--- src/rtl/cle_pkg.sv ---
// Shared types and codes for the contiguous list engine.
package cle_pkg;

  localparam int KEY_W = 32;

  localparam logic [1:0] MODE_INSERT = 2'd0;
  localparam logic [1:0] MODE_REMOVE = 2'd1;
  localparam logic [1:0] MODE_LINEAR = 2'd2;
  localparam logic [1:0] MODE_BINARY = 2'd3;

  localparam logic [2:0] ST_OK       = 3'd0;
  localparam logic [2:0] ST_FULL     = 3'd1;
  localparam logic [2:0] ST_EMPTY    = 3'd2;
  localparam logic [2:0] ST_BADPOS   = 3'd3;
  localparam logic [2:0] ST_NOTFOUND = 3'd4;

  typedef struct packed {
    logic ins;
    logic rem;
    logic cmp;
  } cle_ctl_t;

endpackage

--- src/rtl/cle_cell.sv ---
// One list slot: holds an entry, shifts with its neighbors and compares against the key.
module cle_cell #(
  parameter int IDX   = 0,
  parameter int CNT_W = 7
) (
  input  logic                              clk,
  input  cle_pkg::cle_ctl_t                 ctl,
  input  logic [CNT_W-1:0]                  pos,
  input  logic [CNT_W-1:0]                  count,
  input  logic signed [cle_pkg::KEY_W-1:0]  key,
  input  logic signed [cle_pkg::KEY_W-1:0]  left,
  input  logic signed [cle_pkg::KEY_W-1:0]  right,
  output logic signed [cle_pkg::KEY_W-1:0]  entry,
  output logic                              eq,
  output logic                              lt
);
  import cle_pkg::*;

  localparam logic [CNT_W:0] ME = (CNT_W + 1)'(IDX);

  logic [CNT_W:0]             pos_x;
  logic [CNT_W:0]             cnt_x;
  logic signed [KEY_W-1:0]    entry_r;
  logic signed [KEY_W-1:0]    entry_nxt;
  logic                       eq_r;
  logic                       lt_r;

  assign pos_x = {1'b0, pos};
  assign cnt_x = {1'b0, count};

  always_comb begin
    entry_nxt = entry_r;
    if (ctl.ins) begin
      if (ME == pos_x) begin
        entry_nxt = key;
      end else if ((ME > pos_x) && (ME <= cnt_x)) begin
        entry_nxt = left;
      end
    end else if (ctl.rem) begin
      if ((ME >= pos_x) && ((ME + 1'b1) < cnt_x)) begin
        entry_nxt = right;
      end
    end
  end

  always_ff @(posedge clk) begin
    entry_r <= entry_nxt;
    if (ctl.cmp) begin
      eq_r <= (key == entry_r);
      lt_r <= (key < entry_r);
    end
  end

  assign entry = entry_r;
  assign eq    = eq_r;
  assign lt    = lt_r;

endmodule

--- config.mk ---
export PLATFORM = sky130hd
export DESIGN_NAME = cle_cell
export DESIGN_NICKNAME = d
export VERILOG_FILES = /design/src/rtl/cle_pkg.sv /design/src/rtl/cle_cell.sv
export SDC_FILE = /design/constraint.sdc
export NUM_CORES = 1
export LEC_CHECK = 0
export BUFFER_PORTS_ARGS = -buffer_cell sky130_fd_sc_hd__buf_4
export CAP_MARGIN = 10
export CORE_UTILIZATION = 48
export CTS_CLUSTER_SIZE = 8
export DETAILED_ROUTE_END_ITERATION = 6
export GPL_ROUTABILITY_DRIVEN = 1
export PLACE_DENSITY = 0.87
export REMOVE_ABC_BUFFERS = 1
export SLEW_MARGIN = 20
export SYNTH_ARGS = -nofsm -noshare
export SYNTH_HDL_FRONTEND = slang
export SYNTH_SLANG_ARGS = --single-unit
--- constraint.sdc ---
create_clock -name clk -period 6.2 [get_ports clk]
set_input_delay 0.31 -clock clk [delete_from_list [all_inputs] [get_ports clk]]
set_output_delay 0.31 -clock clk [all_outputs]
set_load 0.1 [all_outputs]
==> results of run 1 <==
[synthesized netlist by cell type, drive strengths merged, types with 3 or more instances]
| cell | instances |
|---|---|
| a21oi | 46 |
| buf | 4 |
| clkbuf | 6 |
| edfxtp | 34 |
| ha | 32 |
| inv | 32 |
| mux2i | 31 |
| nand2 | 9 |
| nand4 | 7 |
| nor2 | 39 |
| nor4 | 4 |
| o21ai | 3 |
[path summary, 6_finish.rpt]
check | slack (ps) | to | cells after the start | startpoint
min | 240 | eq | 1 | ctl[0]
max reg2reg | 4240 | lt | 7 | entry[14]
min reg2reg | 780 | eq | 3 | entry[0]
max | 3730 | entry[2] | 4 | pos[5]
[power by group]
part	switching, mW	internal (mW)
clock	0.0786	0.0774
sequential	0.000713	0.257
combinational	0.0568	0.0696
[metal layers]
metal | wire, um | track usage (%) | vias to the layer above
li1 | - | - | 1233
met1 | 2475 | 24.16 | 1083
met2 | 3258 | 41.24 | 103
met3 | 484 | 7.095 | 15
met4 | 114 | 10.27 | 0
met5 | 0 | 0 | -
[area by class of cell]
cell class,count,share of cell area (%)
Sequential cell,34,27.31
Multi-Input combinational cell,186,35.78
Inverter,32,3.213
Tap cell,70,2.343
Timing Repair Buffer,146,29.32
Clock buffer,7,2.041
[state kept, by name, indices dropped and copies added (netlist names)]
name,flops
entry,32
eq,1
lt,1
[kinds of logic (layout without fill, tap and decap cells)]
| logic type | after synthesis | count (layout) | share of synthesized area (%) |
|---|---|---|---|
| AO/OA/AOI/OAI | 59 | 59 | 13.25 |
| adder cells (fa/ha/maj) | 32 | 32 | 15.82 |
| buffers and inverters | 42 | 185 | 7.118 |
| flip-flops | 34 | 34 | 40.34 |
| multiplexers | 31 | 31 | 12.26 |
| AND/OR/NAND/NOR | 64 | 64 | 11.22 |
[per-stage QoR]
| step | setup slack (ps) | hold slack (ps) |
|---|---|---|
| floorplan | 3132 | 422.5 |
| global placement | 3399 | 528.6 |
| detailed placement | 3381 | 528.1 |
| CTS | 3689 | 229.2 |
| global route | 3545 | 227.4 |
| finish | 3735 | 238.0 |
[critical path, cell delays in order]
cell,delay (ps)
buf_4,110
nor4_2,280
nand2_2,630
nor2_4,1000
==> reports/results.ini, run 1 <==
[run_status]
outcome = completed

[timing]
setup_viol = 0
slew_headroom_pct = 27.78
setup_tns_ps = 0
finClkSkew_ps = 4.459
rsz0062_at_grt = no
max_freq_mhz = 405.6
hold_viol = 0
fin_crit_ps = 2465
drv_slew = 0
period_share_pct = 39.76
tightest_slew_ps = 1080

[global_routing]
grt_pass1_wl_um = 9611
gr-total-overflow = 0
grt_antenna_before_repair = 0
grt_usage_pct = 22.76
grt_pass1_vias = 2284
grt_max_degree = 66

[drt]
viasPerCell = 5.124
drtPass1Iterations = 4
vias = 2434
drt_wl_total_um = 6332
drc = 0
ant_nets = 0
drtIter0Drc = 83
wl_per_cell_um = 13.33

[floorplan]
start_util_pct = 49.56
die-area_um2 = 5567
row_count = 26
fp.dieH_um = 74.62
fp.dieW_um = 74.62
core_area_um2 = 5107
ios = 148

[cts]
clk_path_buf_depth = 2
ctsHoldBuffers = 0
cts_resized = 0
numCtsBuffers = 5
cts_tree = done
clk_latency_ps = 280
ctsRootBufferMaster = clkbuf_8
clkTransAtPathRegs_ps = 70
clock-sinks = 34
post-cts-setup-buffers = 0
htree_levels = 2

[synthesis]
synth_area_leaders = edfxtp_1, ha_1, mux2i_1, a21oi_1, nor2_1
ys_types = 28
synth.largest_area_cell = edfxtp_1
syn_area_um2 = 2531
synth_cells = 262
yosys_warnings = 0
syn_area_per_cell_um2 = 9.661
synth_edf_count = 34
synth_seq_area_share_pct = 40.34
postSynth.asyncResetShare_pct = 0
synthFlopType = edfxtp_1
yosysTopAreaCellShare_pct = 40.34
ys_seq_elements = 34

[setup_path]
arrival_ps = 2370
worst_ep_required_time_ps = 6110
worstSetupStartpointType = input pin
crit_fanout = 34
critPathCaptureType = flip-flop
critical_path_class = in2reg

[pwr]
power_leakage_nw = 1.969
ir_drop_uv = 108.6
pwr_density_cell_nw_per_um2 = 144.3
power_mw = 0.5397

[layout]
layout_common_cells = buf_4, a21oi_1, nor2_1
regArea_um2 = 1021
fin_util_pct = 73.20
fin_nets = 551
drive_above_1_share_pct = 38.52
fin_area_um2 = 3739
area_growth_syn_to_layout_pct = 47.70
nFillCells = 396
antenna_cells = 0
instances_no_fill = 475
multiInputGateArea_um2 = 1338
layout_commonest_cell = buf_4

[place]
post-place-cells = 468
place.gp.congestion = 0.7690
portBuffers = 146
dp_hpwl_um = 4966
place_area_um2 = 3662

[flow_run]
maxCapViolations = 0

[hold_path]
hp-class = in2reg

(Power assumes the default switching activity.)
==> run 2: changes to the inputs <==
--- a/config.mk
+++ b/config.mk
@@ -5,13 +5,14 @@
 export SDC_FILE = /design/constraint.sdc
 export NUM_CORES = 1
 export LEC_CHECK = 0
+export ABC_AREA = 1
 export BUFFER_PORTS_ARGS = -buffer_cell sky130_fd_sc_hd__buf_4
 export CAP_MARGIN = 10
-export CORE_UTILIZATION = 48
+export CORE_UTILIZATION = 45
 export CTS_CLUSTER_SIZE = 8
 export DETAILED_ROUTE_END_ITERATION = 6
 export GPL_ROUTABILITY_DRIVEN = 1
-export PLACE_DENSITY = 0.87
+export PLACE_DENSITY = 0.82
 export REMOVE_ABC_BUFFERS = 1
 export SLEW_MARGIN = 20
 export SYNTH_ARGS = -nofsm -noshare
==> constraint.sdc (replaced) <==
create_clock -name clk -period 2.5 [get_ports clk]
set_input_delay 0.125 -clock clk [delete_from_list [all_inputs] [get_ports clk]]
set_output_delay 0.125 -clock clk [all_outputs]
set_load 0.1 [all_outputs]
==> run 2 against run 1 <==
Cell area rose by 2.1%. Routed wire length is 12% higher. Count of clock-buffer cells in the layout shrank 1. Sequential cell count unchanged. Sequential share of layout area fell by 0.56 points. Global-route usage up 1.2 points.
==> reports/results.ini, run 2 <==
[cts]
clk_path_buf_depth = 2  ; unchanged
clkTransAtPathRegs_ps = 70  ; about the same
numCtsBuffers = 5  ; unchanged
htree_levels = 2  ; unchanged
post-cts-setup-buffers = 0  ; unchanged
cts_tree = done
clock-sinks = 34  ; unchanged
clk_latency_ps = 280  ; about the same
cts_resized = 0  ; unchanged
ctsHoldBuffers = 0  ; unchanged
ctsRootBufferMaster = clkbuf_8

[timing]
setup_tns_ps = 0  ; unchanged
drv_slew = 0  ; unchanged
hold_ws_ps = 52.31  ; -185.7 ps
rsz0062_at_grt = no
finClkSkew_ps = 9.800  ; +5.341 ps
max_freq_mhz = 576.7
setup_viol = 0  ; unchanged
hold_viol = 0  ; unchanged
period_share_pct = 69.36
slew_headroom_pct = 55.92  ; +28 points
fin_crit_ps = 1734
tightest_slew_ps = 660.3  ; -419.2 ps

[drt]
drc = 0  ; unchanged
wl_per_cell_um = 12.88  ; -3.4%
drtPass1Iterations = 4  ; unchanged
drtIter0Drc = 100  ; +20%
drt_wl_total_um = 7071  ; +12%
ant_nets = 0  ; unchanged
vias = 2741  ; +13%
viasPerCell = 4.993  ; -2.6%

[synthesis]
yosysMostFrequentCell = nand2_1
synth.largest_area_cell = edfxtp_1
yosysTopAreaCellShare_pct = 39.46  ; -0.88 points
synth_area_leaders = edfxtp_1, ha_1, nand2_1, o21ai_0, nor2_1
syn_area_um2 = 2587  ; +2.2%
ys_seq_elements = 34  ; unchanged
syn_area_per_cell_um2 = 7.817  ; -19%
yosys_warnings = 0  ; unchanged
synth_common_cells = nand2_1, nor2_1, inv_1, o21ai_0, edfxtp_1
synth_seq_area_share_pct = 39.46  ; -0.88 points
ys_types = 22  ; -21%
synth_cells = 331  ; +26%
synth_edf_count = 34  ; unchanged
synthFlopType = edfxtp_1
postSynth.asyncResetShare_pct = 0  ; unchanged

[floorplan]
fp.dieW_um = 77.83  ; +4.3%
die-area_um2 = 6058  ; +8.8%
start_util_pct = 46.70  ; -2.9 points
row_count = 27  ; +3.8%
core_area_um2 = 5540  ; +8.5%
ios = 148  ; unchanged
fp.dieH_um = 77.83  ; +4.3%

[flow_run]
maxCapViolations = 0  ; unchanged

[global_routing]
gr-total-overflow = 0  ; unchanged
grt_antenna_before_repair = 0  ; unchanged
grt_max_degree = 34  ; -48%
grt_pass1_vias = 2657  ; +16%
grt_usage_pct = 23.97  ; +1.2 points
grt_pass1_wl_um = 11430  ; +19%

[setup_path]
worst_ep_required_time_ps = 2540  ; -3570 ps
reg2reg_slack_ps = 770  ; -3470 ps
critical_path_class = reg2reg
r2r_cells = 10  ; +3
crit_fanout = 4  ; -88%
regToRegEndpoint = lt
critPathCaptureType = flip-flop
worstSetupStartpointType = flip-flop
r2r_start = entry[31]
arrival_ps = 1770  ; -600 ps

[layout]
drive_above_1_share_pct = 33.33  ; -5.2 points
layout_common_cells = buf_4, nand2_1, nor2_1
antenna_cells = 0  ; unchanged
nFillCells = 489  ; +23%
area_growth_syn_to_layout_pct = 47.53
largest_register_ff_count = 32  ; unchanged
instances_no_fill = 549  ; +16%
layout_commonest_cell = buf_4
fin_nets = 622  ; +13%

[run_status]
outcome = completed

[hold_path]
hold_depth = 1  ; unchanged
min_from = ctl[0]
hp-class = in2reg
min_to = lt

[pwr]
ir_drop_uv = 238.5  ; +120%
power_mw = 1.336  ; +150%
pwr_density_cell_nw_per_um2 = 350.1  ; +140%
power_leakage_nw = 1.950  ; -0.98%

[place]
post-place-cells = 541  ; +16%
portBuffers = 146  ; unchanged
place.gp.congestion = 0.7865  ; +2.3%
dp_hpwl_um = 5272  ; +6.2%

## run 2: kinds of logic (layout without fill, tap and decap cells)
| kind of cell | Yosys count | after routing | synth area share [%] |
|---|---|---|---|
| and+or+nand+nor | 128 | 128 | 19.73 |
| AOI/OAI and AO/OA | 82 | 82 | 16.05 |
| buffers and inverters | 55 | 201 | 9.284 |
| DFF | 34 | 34 | 39.46 |
| adders and majority gates | 32 | 32 | 15.47 |
## run 2: routing by layer
metal	vias up	share of wire, %	global-route usage [%]
met4	0	1.2	7.736
met5	-	0	0
met2	106	51	43.72
met3	8	6.5	6.000
li1	1390	-	-
met1	1237	41	27.09
## run 2: cell type report
| class | count | area (um^2) | area share, % |
|---|---|---|---|
| well taps | 72 | 90.09 | 2.360 |
| flip-flops and latches | 34 | 1021 | 26.75 |
| clock inverters | 2 | 8.758 | 0.2294 |
| inverters | 43 | 161.4 | 4.228 |
| repair buffers | 150 | 1126 | 29.50 |
| clock buffers | 6 | 72.57 | 1.901 |
| multi-input cells | 242 | 1338 | 35.04 |
## run 2: where the power goes
part	total (mW)	switching (mW)	internal, mW
combinational	0.312	0.146	0.166
clock	0.387	0.195	0.191
sequential	0.638	0.00171	0.636
## run 2: worst max path at each step
stage              start        end  slack (ps)  cells past startpoint
5_1_grt        entry[31]         lt         600                     10
4_1_cts        entry[31]         lt         760                     10
6_report       entry[31]         lt         770                     10
2_1_floorplan     pos[4]   entry[0]        -710                      4
3_3_place_gp      pos[4]   entry[6]         710                      6
3_5_place_dp      pos[4]  entry[13]         680                      6
## run 2: worst max-delay path: stages (launching register included)
cell	delay (ps)
edfxtp_1	360
inv_1	50
ha_1	330
nand2_1	90
nor2_1	120
and2_1	160
inv_1	40
nor2_1	130
nand2_1	90
nand3_1	70
nand2_1	50
## run 2: through the flow
stage	setup WS [ps]	cell area [um^2]	utilization, %
6_report	766.1	3817	68.90
4_1_cts	757.4	3817	68.90
5_1_grt	601.4	3817	68.90
2_1_floorplan	-711.7	2509	-
3_5_place_dp	678.7	3736	67.43
3_3_place_gp	708.3	3736	67.43
==> run 3: changes to the inputs <==
==> constraint.sdc (replaced) <==
create_clock -name clk -period 1.66 [get_ports clk]
set_input_delay 0.083 -clock clk [delete_from_list [all_inputs] [get_ports clk]]
set_output_delay 0.083 -clock clk [all_outputs]
set_load 0.1 [all_outputs]
==> run 3 against run 2 <==
Sequential cell count did not move. Sequential share of layout area fell by 1.5 points. Utilization rose by 4.0 points. Register-to-register slack got worse by 750 ps. Power rose by 55%. Sequential power rose by 51%. Critical endpoint unchanged. Clock power rose by 56%. Cell area rose by 5.9%. Routed wire length rose by 8.0%. Highest routed layer unchanged. Global-route usage rose by 0.57 points. Combinational power rose by 63%.
==> reports/results.ini, run 3 (synthesized netlist as in run 2, its figures left out) <==
[cts]
cts_tree = done
htree_levels = 2  ; unchanged
clkTransAtPathRegs_ps = 70  ; about the same
clk_latency_ps = 280  ; about the same
clk_path_buf_depth = 2  ; unchanged
ctsRootBufferMaster = clkbuf_8
numCtsBuffers = 5  ; unchanged
clock-sinks = 34  ; unchanged

[timing]
hold_viol = 0  ; unchanged
finClkSkew_ps = 3.452  ; -6.347 ps
slew_headroom_pct = 79.12  ; +23 points
tightest_slew_ps = 313.3  ; -347.0 ps
rsz0062_at_grt = yes
setup_viol = 0  ; unchanged
hold_ws_ps = 81.94  ; +29.63 ps
fin_crit_ps = 1642  ; -92.30 ps
drv_slew = 0  ; unchanged
setup_ws_ps = 18.41  ; -747.7 ps
period_share_pct = 98.89  ; +30 points
max_freq_mhz = 609.2  ; +5.6%

[drt]
drc = 0  ; unchanged
viasPerCell = 5.004  ; +0.22%
drt_wl_total_um = 7637  ; +8.0%
drtPass1Iterations = 4  ; unchanged
ant_nets = 0  ; unchanged
drtIter0Drc = 97  ; -3.0%
wl_per_cell_um = 13.61  ; +5.7%
vias = 2807  ; +2.4%

[place]
portBuffers = 146  ; unchanged
place_area_um2 = 3789  ; +1.4%
post-place-cells = 548  ; +1.3%
dp_hpwl_um = 5772  ; +9.5%
place.gp.congestion = 0.7673  ; -2.4%
pre_cts_ws_ps = -24.91  ; -703.6 ps

[layout]
largest_register_ff_count = 32  ; unchanged
area_growth_syn_to_layout_pct = 56.19
fin_area_um2 = 4041  ; +5.9%
fin_util_pct = 72.94  ; +4.0 points
drive_above_1_share_pct = 39.88  ; +6.5 points
antenna_cells = 0  ; unchanged
layout_common_cells = buf_4, nand2_1, nor2_1
layout_commonest_cell = buf_4
nFillCells = 448  ; -8.4%
fin_nets = 634  ; +1.9%
instances_no_fill = 561  ; +2.2%

[setup_path]
path_buf_inv = 2  ; unchanged
crit_slowest_cell = edfxtp_1
critPathCaptureType = flip-flop
worstSetupStartpointType = flip-flop
critical_path_class = reg2reg
crit_top_cell = nand2_1
critical_path.top_delay_family = simple AND/OR/NAND/NOR gates
arrival_ps = 1690  ; -80 ps
cpPeakStageDelay_ps = 380  ; +20 ps
crit_chain = inv_2 -> ha_4 -> nand2_2 -> inv_2 -> nand3_2 -> nor3_2 -> nand2_1 -> nand2_1 -> nand2_1 -> nand3_1 -> nand2_1
worst_ep_required_time_ps = 1700  ; -840 ps
crit_fanout = 2  ; -2

[global_routing]
grt_usage_pct = 24.55  ; +0.57 points
gr-total-overflow = 0  ; unchanged
grt_pass1_vias = 2631  ; -0.98%
grt_antenna_before_repair = 0  ; unchanged
grt_max_degree = 33  ; -2.9%
grt_pass1_wl_um = 11670  ; +2.0%

[pwr]
power_leakage_nw = 2.004  ; +2.8%
p_clk_share_pct = 29.1  ; +0.2 points
pwr_density_cell_nw_per_um2 = 512.5  ; +46%
combPwrFrac_pct = 24.5  ; +1.2 points
ir_drop_uv = 432.0  ; +81%
p_seq_share_pct = 46.4  ; -1.3 points
switching_share_pct = 26.72  ; +1.1 points
internal_power_mw = 1.518  ; +53%
netSwitchingPower_mw = 0.5534  ; +62%

[floorplan]
fp.dieW_um = 77.83  ; unchanged
die-area_um2 = 6058  ; unchanged
core_area_um2 = 5540  ; unchanged
ios = 148  ; unchanged
start_util_pct = 46.70  ; unchanged
row_count = 27  ; unchanged
fp.dieH_um = 77.83  ; unchanged

[flow_run]
maxCapViolations = 0  ; unchanged

[hold_path]
hp-class = in2reg

[run_status]
outcome = completed

[run 3: cell types whose count changed in the layout (fill, tap and decap cells not counted), sizes merged]
cell	delta
dlygate4sd3	+1
buf	+11
[run 3: tightest hold or removal path, stage by stage]
cell and delay (ps):
buf_4 80, nand2_1 40, o21ai_0 60
[run 3: through the flow]
stage                     power [mW]  setup TNS [ps]
final                          2.071               0
after detailed placement       1.456          -24.91
after global placement         1.442          -1.157
after floorplan                1.174          -49340
after CTS                      2.049               0
after global routing           2.160          -136.2
[run 3: power groups by stage]
stage | clock (mW) | combinational (mW) | sequential [mW]
final | 0.603 | 0.508 | 0.961
after global placement | 0 | 0.462 | 0.980
after CTS | 0.607 | 0.482 | 0.961
after global routing | 0.642 | 0.558 | 0.961
after detailed placement | 0 | 0.476 | 0.980
after floorplan | 0 | 0.146 | 1.03
[run 3: timing repair]
action                                 4_1_cts  5_1_grt
endpoints found under the hold margin        0        2
gates resized for setup                      5       21
setup endpoints to repair                    1        1
buffers inserted                             1        3
pin swaps                                    1        5
hold buffers                                 0        1
[run 3: worst paths after layout]
kind	from	slack [ps]	end	cells after the start
max	entry[11]	20	lt	11
min	right[0]	80	entry[0]	3
max reg2reg	entry[11]	20	lt	11
min reg2reg	entry[0]	910	eq	3
[run 3: layout make-up]
cell class                 count  area [um^2]  area share (%)
clock inverter                 2        8.758          0.2167
tap                           72        90.09           2.229
timing repair buffer         162         1219           30.15
multi-input combinational    242         1469           36.35
sequential                    34         1021           25.26
clock buffer                   6        72.57           1.796
inverter                      43        161.4           3.994
[run 3: layer usage]
| layer | track usage (%) | routed length, um | part of all wire [%] |
|---|---|---|---|
| met5 | 0 | 0 | 0 |
| met4 | 4.906 | 52 | 0.68 |
| met3 | 6.471 | 549 | 7.2 |
| met2 | 44.51 | 3935 | 52 |
| met1 | 28.92 | 3099 | 41 |
